<file path="src/rtl/core/keyframe_pose_interpolator_assert.svh">
// ----------------------------------------------------------------------------
// Assertion macros for the keyframe pose interpolator
// Shared concurrent check forms, clocked on clock and quiet during reset.
// ----------------------------------------------------------------------------
`ifndef KEYFRAME_POSE_INTERPOLATOR_ASSERT_SVH
`define KEYFRAME_POSE_INTERPOLATOR_ASSERT_SVH

// same-cycle implication
`define KPI_ASSERT_IMP(label, ante, cons) \
   label: assert property (@(posedge clock) disable iff (reset) (ante) |-> (cons)) \
      else $error("kpi: same-cycle check failed");

// next-cycle implication
`define KPI_ASSERT_NXT(label, ante, cons) \
   label: assert property (@(posedge clock) disable iff (reset) (ante) |=> (cons)) \
      else $error("kpi: next-cycle check failed");

`endif

</file>
<file path="src/rtl/core/kpi_pkg.sv">
// ----------------------------------------------------------------------------
// kpi_pkg
// Constants, beat payloads and divider handshake types of the keyframe
// pose interpolator.
// ----------------------------------------------------------------------------
package kpi_pkg;

   localparam int JOINTS     = 18;
   localparam int PAGE_DEPTH = 16;
   localparam int MAX_POINTS = 4095;

   localparam int TYPE_W   = 2;
   localparam int KF_W     = 4;
   localparam int JOINT_W  = 5;
   localparam int POS_W    = 16;
   localparam int DUR_W    = 16;
   localparam int COUNT_W  = 5;
   localparam int PERIOD_W = 10;

   localparam int PERIOD_RESET = 70;

   localparam int KF_IDX_W = $clog2(PAGE_DEPTH);
   localparam int SEG_W    = $clog2(PAGE_DEPTH + 1);
   localparam int STEP_W   = $clog2(MAX_POINTS + 1);
   localparam int ADDR_W   = $clog2(PAGE_DEPTH * JOINTS);
   localparam int DIFF_W   = POS_W + 1;
   localparam int PROD_W   = STEP_W + 1 + DIFF_W;
   localparam int MAG_W    = STEP_W + POS_W;
   localparam int NUM_W    = (MAG_W + 2 > DUR_W + 1) ? MAG_W + 2 : DUR_W + 1;
   localparam int DEN_W    = (STEP_W + 1 > PERIOD_W) ? STEP_W + 1 : PERIOD_W;
   localparam int DIV_CNT_W = $clog2(NUM_W + 1);

   localparam logic [TYPE_W-1:0] REQ_STORE_POS = 2'd0;
   localparam logic [TYPE_W-1:0] REQ_STORE_DUR = 2'd1;
   localparam logic [TYPE_W-1:0] REQ_PLAY      = 2'd2;
   localparam logic [TYPE_W-1:0] REQ_TICK      = 2'd3;

   typedef struct packed {
      logic [TYPE_W-1:0]       req_type;
      logic [KF_W-1:0]         keyframe_index;
      logic [JOINT_W-1:0]      joint_index;
      logic signed [POS_W-1:0] position;
      logic [DUR_W-1:0]        duration_ms;
      logic [COUNT_W-1:0]      keyframe_count;
   } req_payload_type;

   typedef struct packed {
      logic [JOINT_W-1:0]      out_joint;
      logic signed [POS_W-1:0] out_position;
      logic                    const_velocity_mode;
      logic                    last_joint;
      logic                    last_frame;
   } rsp_payload_type;

   typedef struct packed {
      logic             start;
      logic [NUM_W-1:0] dividend;
      logic [DEN_W-1:0] divisor;
   } div_req_type;

   typedef struct packed {
      logic             done;
      logic [NUM_W-1:0] quotient;
   } div_rsp_type;

endpackage

</file>
<file path="src/rtl/core/kpi_div.sv">
// ----------------------------------------------------------------------------
// kpi_div
// Shared restoring divider, one quotient bit per cycle. Used for segment
// point counts and for the rounded interpolation quotient.
// ----------------------------------------------------------------------------
`include "keyframe_pose_interpolator_assert.svh"

module kpi_div import kpi_pkg::*; (
   input  logic        clock,
   input  logic        reset,
   input  div_req_type div_req,
   output div_rsp_type div_rsp
);

   logic                 run_ff, run_in;
   logic                 done_ff, done_in;
   logic [DIV_CNT_W-1:0] cnt_ff, cnt_in;
   logic [DEN_W:0]       rem_ff, rem_in;
   logic [NUM_W-1:0]     quo_ff, quo_in;
   logic [DEN_W-1:0]     den_ff, den_in;
   logic [DEN_W:0]       shifted;
   logic                 fits;

   always_comb begin
      run_in  = run_ff;
      done_in = 1'b0;
      cnt_in  = cnt_ff;
      rem_in  = rem_ff;
      quo_in  = quo_ff;
      den_in  = den_ff;
      shifted = {rem_ff[DEN_W-1:0], quo_ff[NUM_W-1]};
      fits    = (shifted >= {1'b0, den_ff});
      if (div_req.start) begin
         run_in = 1'b1;
         cnt_in = DIV_CNT_W'(NUM_W);
         rem_in = '0;
         quo_in = div_req.dividend;
         den_in = div_req.divisor;
      end else if (run_ff) begin
         rem_in = fits ? (shifted - {1'b0, den_ff}) : shifted;
         quo_in = {quo_ff[NUM_W-2:0], fits};
         cnt_in = cnt_ff - DIV_CNT_W'(1);
         if (cnt_ff == DIV_CNT_W'(1)) begin
            run_in  = 1'b0;
            done_in = 1'b1;
         end
      end
   end

   always_ff @(posedge clock) begin
      if (reset) begin
         run_ff  <= 1'b0;
         done_ff <= 1'b0;
         cnt_ff  <= '0;
      end else begin
         run_ff  <= run_in;
         done_ff <= done_in;
         cnt_ff  <= cnt_in;
      end
   end

   always_ff @(posedge clock) begin
      rem_ff <= rem_in;
      quo_ff <= quo_in;
      den_ff <= den_in;
   end

   assign div_rsp.done     = done_ff;
   assign div_rsp.quotient = quo_ff;

   `KPI_ASSERT_IMP(a_no_restart, div_req.start, !run_ff)
   `KPI_ASSERT_IMP(a_nonzero_divisor, div_req.start, div_req.divisor != '0)
   `KPI_ASSERT_NXT(a_done_once, done_ff, !done_ff)

endmodule

</file>
<file path="config.mk">
export PLATFORM = sky130hd
export DESIGN_NAME = kpi_div
export DESIGN_NICKNAME = d
export VERILOG_FILES = /design/src/rtl/core/kpi_pkg.sv /design/src/rtl/core/kpi_div.sv
export VERILOG_INCLUDE_DIRS = /design/src /design/src/rtl/core
export SDC_FILE = /design/constraint.sdc
export NUM_CORES = 1
export LEC_CHECK = 0
export ABC_AREA = 1
export BUFFER_PORTS_ARGS = -buffer_cell sky130_fd_sc_hd__buf_2
export CORE_MARGIN = 2
export CORE_UTILIZATION = 25
export DETAILED_ROUTE_END_ITERATION = 8
export GPL_TIMING_DRIVEN = 1
export PLACE_DENSITY = 0.48
export REMOVE_ABC_BUFFERS = 1
export SLEW_MARGIN = 20
export SYNTH_ARGS = -nofsm -noshare
export SYNTH_HDL_FRONTEND = slang
export SYNTH_SLANG_ARGS = --single-unit
</file>
<file path="constraint.sdc">
create_clock -name clock -period 6.27 [get_ports clock]
set_input_delay 0.627 -clock clock [delete_from_list [all_inputs] [get_ports clock]]
set_output_delay 0.627 -clock clock [all_outputs]
set_load 0.01 [all_outputs]
</file>
==> summary.md <==
| Metric | Value |
|---|---|
| Status | complete, no violations |
| Cts bufs inserted | 9 |
| Max stage delay on crit path | 440 ps |
| Netlist cell types | 32 |
| Pre-CTS setup slack | 3890 ps |
| Total grt overflow | 0 |
| Synth Area per Inst | 7.96 um^2 |
| Slowest library cell on the worst path | fa_1 |
| Starting Density | 25.7% |
| Slew Viols, Final | 0 |
| Final Total Pwr | 1.16 mW |
| Crit end category | flip-flop |
| RSZ-0062 raised after global routing | no |
| Routed vias | 3,033 |
| Hold-fix buffers at CTS | 0 |
| Critical R2R Capture | quo_ff[0] |
| Placed insts | 693 |
| First-pass DRT Iterations | 4 |
| Yosys warning count | 0 |
| Row cnt | 43 |
| Top-area cell type share of the netlist area | 36.1% |
| Tot GR Track Use | 12.1% |
| Die area | 15,300 um^2 |
| Critical path's most frequent cell | nand2_1 |
| R2R Path Start | quo_ff[29] |
| Bufs and invs on worst path | 2 |
| HPWL after detailed placement | 5980 um |
| Tightest Pin Transition | 1020 ps |
| Most common cell in the netlist | nand2_1 |
| Final worst-path setup slack | 3910 ps |
| CTS Sinks | 63 |
| Asr flop ratio synth | 0% |
| Total core area | 13,900 um^2 |
| Die W | 124 um |
| Via density per instance | 4.28 |
| Final hold vios | 0 |
| Sw Ratio | 24.0% |
| Dominant cell type by area after synthesis | edfxtp_1 |
| Reg2Reg Setup Slack | 3910 ps |
| Pwr Density | 263 nW/um^2 |
| Syn Std Cell Area | 3580 um^2 |
| Final #Nets | 586 |
| Critical path peak fanout | 15 |
| Final Cycle Share | 37.7% |
| Peak supply drop | 0.000125 V |
| Critical Path AT | 2440 ps |
| Reg clk slew, reported paths | 50 ps |
| Main area contributors after synthesis | edfxtp_1 (36%), nand2_1 (19%), dfxtp_1 (11%), inv_1 (7.0%), ha_1 (5.2%) |
| Setup crit start kind | flip-flop |
| Post-CTS Setup Repair Bufs | 0 |
| Clk root buf | clkbuf_16 |
| Total of max-cap violations | 0 |
| Fin crit period | 2360 ps |
| Clk pwr share | 44.1% |
| Critical Path Stages | 12 |
| Fillers | 1,465 |
| WHS Path Cells | 2 |
| GPL Wtd Cong | 0.829 |
| Worst EP required | 6340 ps |
| Worst hold start | cnt_ff[4] |
| Seq pwr share | 42.9% |
| Final setup viols | 0 |
| H-tree levels | 3 |
| Worst hold path class | flip-flop to flip-flop |
| Worst-skew pair later-pin latency | 330 ps |
| Number of synthesized flops with an enable pin | 43 |
| P_int | 881 uW |
| Worst hold endpoint | cnt_ff[4] |
| CTS tree | built |
| Post-CTS sizing | 0 |
| Synthesis-stage register bit count | 63 |
| Post-synthesis sequential area ratio | 47.3% |
| Drt drc | 0 |
| Global-route wire length before repair | 14,500 um |
| Layout cells sized above 1 | 21.6% |
| Synth Instances | 449 |
| Max frequency | 0.423 GHz |
| Cell family with most CP delay | simple AND/OR/NAND/NOR gates |
| Largest net degree at the start of global routing | 49 |
| Part of the power in combinational logic | 13.0% |
| Antenna cells | 0 |
| Routed length per placed instance | 11.6 um |
| IO buf count | 76 |
| Initial DRC Count | 128 |
| DRT Wirelength | 8250 um |
| Dominant synthesized flop cell | edfxtp_1 |
| Static Leak | 2.22 nW |
| CP Class | flip-flop to flip-flop |
| Number of global-route vias before repair | 3,190 |
| Initial antenna violation count | 0 |
| R2R depth | 12 |
| Critical path, cell by cell | inv_1 -> ha_1 -> inv_1 -> fa_1 -> nand2_2 -> nand2_1 -> nand3_1 -> nand2_1 -> nand2_4 -> nand3_4 -> nand2_1 -> nand2_1 |
| Final antenna-violating net count | 0 |
| WHS | 467 ps |
| Clock buffer depth | 2 |
| Layout area overhead | 23.5% |
| Commonest cells post-synth | nand2_1 (178), inv_1 (67), edfxtp_1 (43) |
| Setup TNS | 0 ps |
| Die Y | 124 um |
| Top Ports | 77 |
| Clk_skew | 5.86 ps |
| Finished Layout Cells | 709 |
| Worst slew margin | 32.0% |
| Switching pwr | 279 uW |
==> worst reg2reg max path: cells and delay by family, from the launching register on <==
kind | cells | cell delay (ps)
DFF | 1 | 380
and+or+nand+nor | 8 | 990
adders and majority gates | 2 | 580
buffers and inverters | 2 | 160
==> routing by layer <==
layer	part of all wire [%]	routed length, um	vias to the layer above	global-route usage (%)
met5	0	0	-	0
met4	2.5	205	0	5.04
met3	6.5	537	16	3.94
met2	45	3710	90	19.8
met1	46	3800	1348	14.7
li1	-	-	1579	-
==> placed cells by master, fill, tap and decap left out, types with 3 or more instances in the layout <==
| cell type | netlist | routed |
|---|---|---|
| nand2_1 | 178 | 178 |
| buf_2 | 3 | 76 |
| inv_1 | 67 | 67 |
| edfxtp_1 | 43 | 43 |
| nand3_1 | 24 | 24 |
| dfxtp_1 | 20 | 20 |
| nand4_1 | 19 | 19 |
| nor2_1 | 18 | 18 |
| ha_1 | 15 | 15 |
| clkbuf_16 | 0 | 9 |
| nand2_2 | 7 | 7 |
| a21oi_1 | 6 | 6 |
| inv_2 | 5 | 5 |
| xnor2_1 | 5 | 5 |
| nand3_2 | 4 | 4 |
| o21ai_0 | 4 | 4 |
| clkinv_1 | 0 | 4 |
| o21ai_1 | 3 | 3 |
==> cells by family (layout without fill, tap and decap cells) <==
family / count (synthesis) / in the layout / synth area share [%]
buf+inv: 86 / 166 / 9.90
xor+xnor: 5 / 5 / 1.22
compound gates: 19 / 19 / 3.29
fa+ha+maj: 16 / 16 / 5.81
simple gates: 260 / 260 / 32.5
flops: 63 / 63 / 47.3
==> state kept, by name (all words and copies together), names as in the netlist <==
register and flops:
quo_ff 30, den_ff 13, rem_ff 13, cnt_ff 5, done_ff 1, run_ff 1
==> through the flow <==
stage | area, um^2 | util [%]
CTS | 4420 | 31.7
finish | 4420 | 31.7
floorplan | 3490 | -
detailed placement | 4110 | 29.5
global route | 4420 | 31.7
global placement | 4110 | 29.5
==> power by group through the flow <==
stage	clock network (mW)	registers, mW	logic (mW)
2_1_floorplan	0	0.514	0.0808
3_3_place_gp	0	0.507	0.152
3_5_place_dp	0	0.505	0.153
4_1_cts	0.528	0.498	0.153
5_1_grt	0.544	0.502	0.172
6_report	0.512	0.498	0.150
==> worst max-delay path by stage <==
stage	startpoint	end	slack, ps
after floorplan	quo_ff[29]	quo_ff[0]	4120
after global placement	div_req[43]	done_ff	3850
after detailed placement	div_req[43]	done_ff	3890
after CTS	quo_ff[29]	quo_ff[0]	3890
after global routing	quo_ff[29]	rem_ff[6]	3680
final	quo_ff[29]	quo_ff[0]	3910
==> cell type report <==
type                       count  area (um^2)  area share [%]
inverter                      72          270            6.12
clock buffer                  10          229            5.18
multi-input combinational    300         1530            34.6
tap                          180          225            5.10
clock inverter                 6         75.1            1.70
timing repair buffer          78          395            8.95
sequential                    63         1690            38.3
Note: power is estimated with default switching activity, not from simulation.
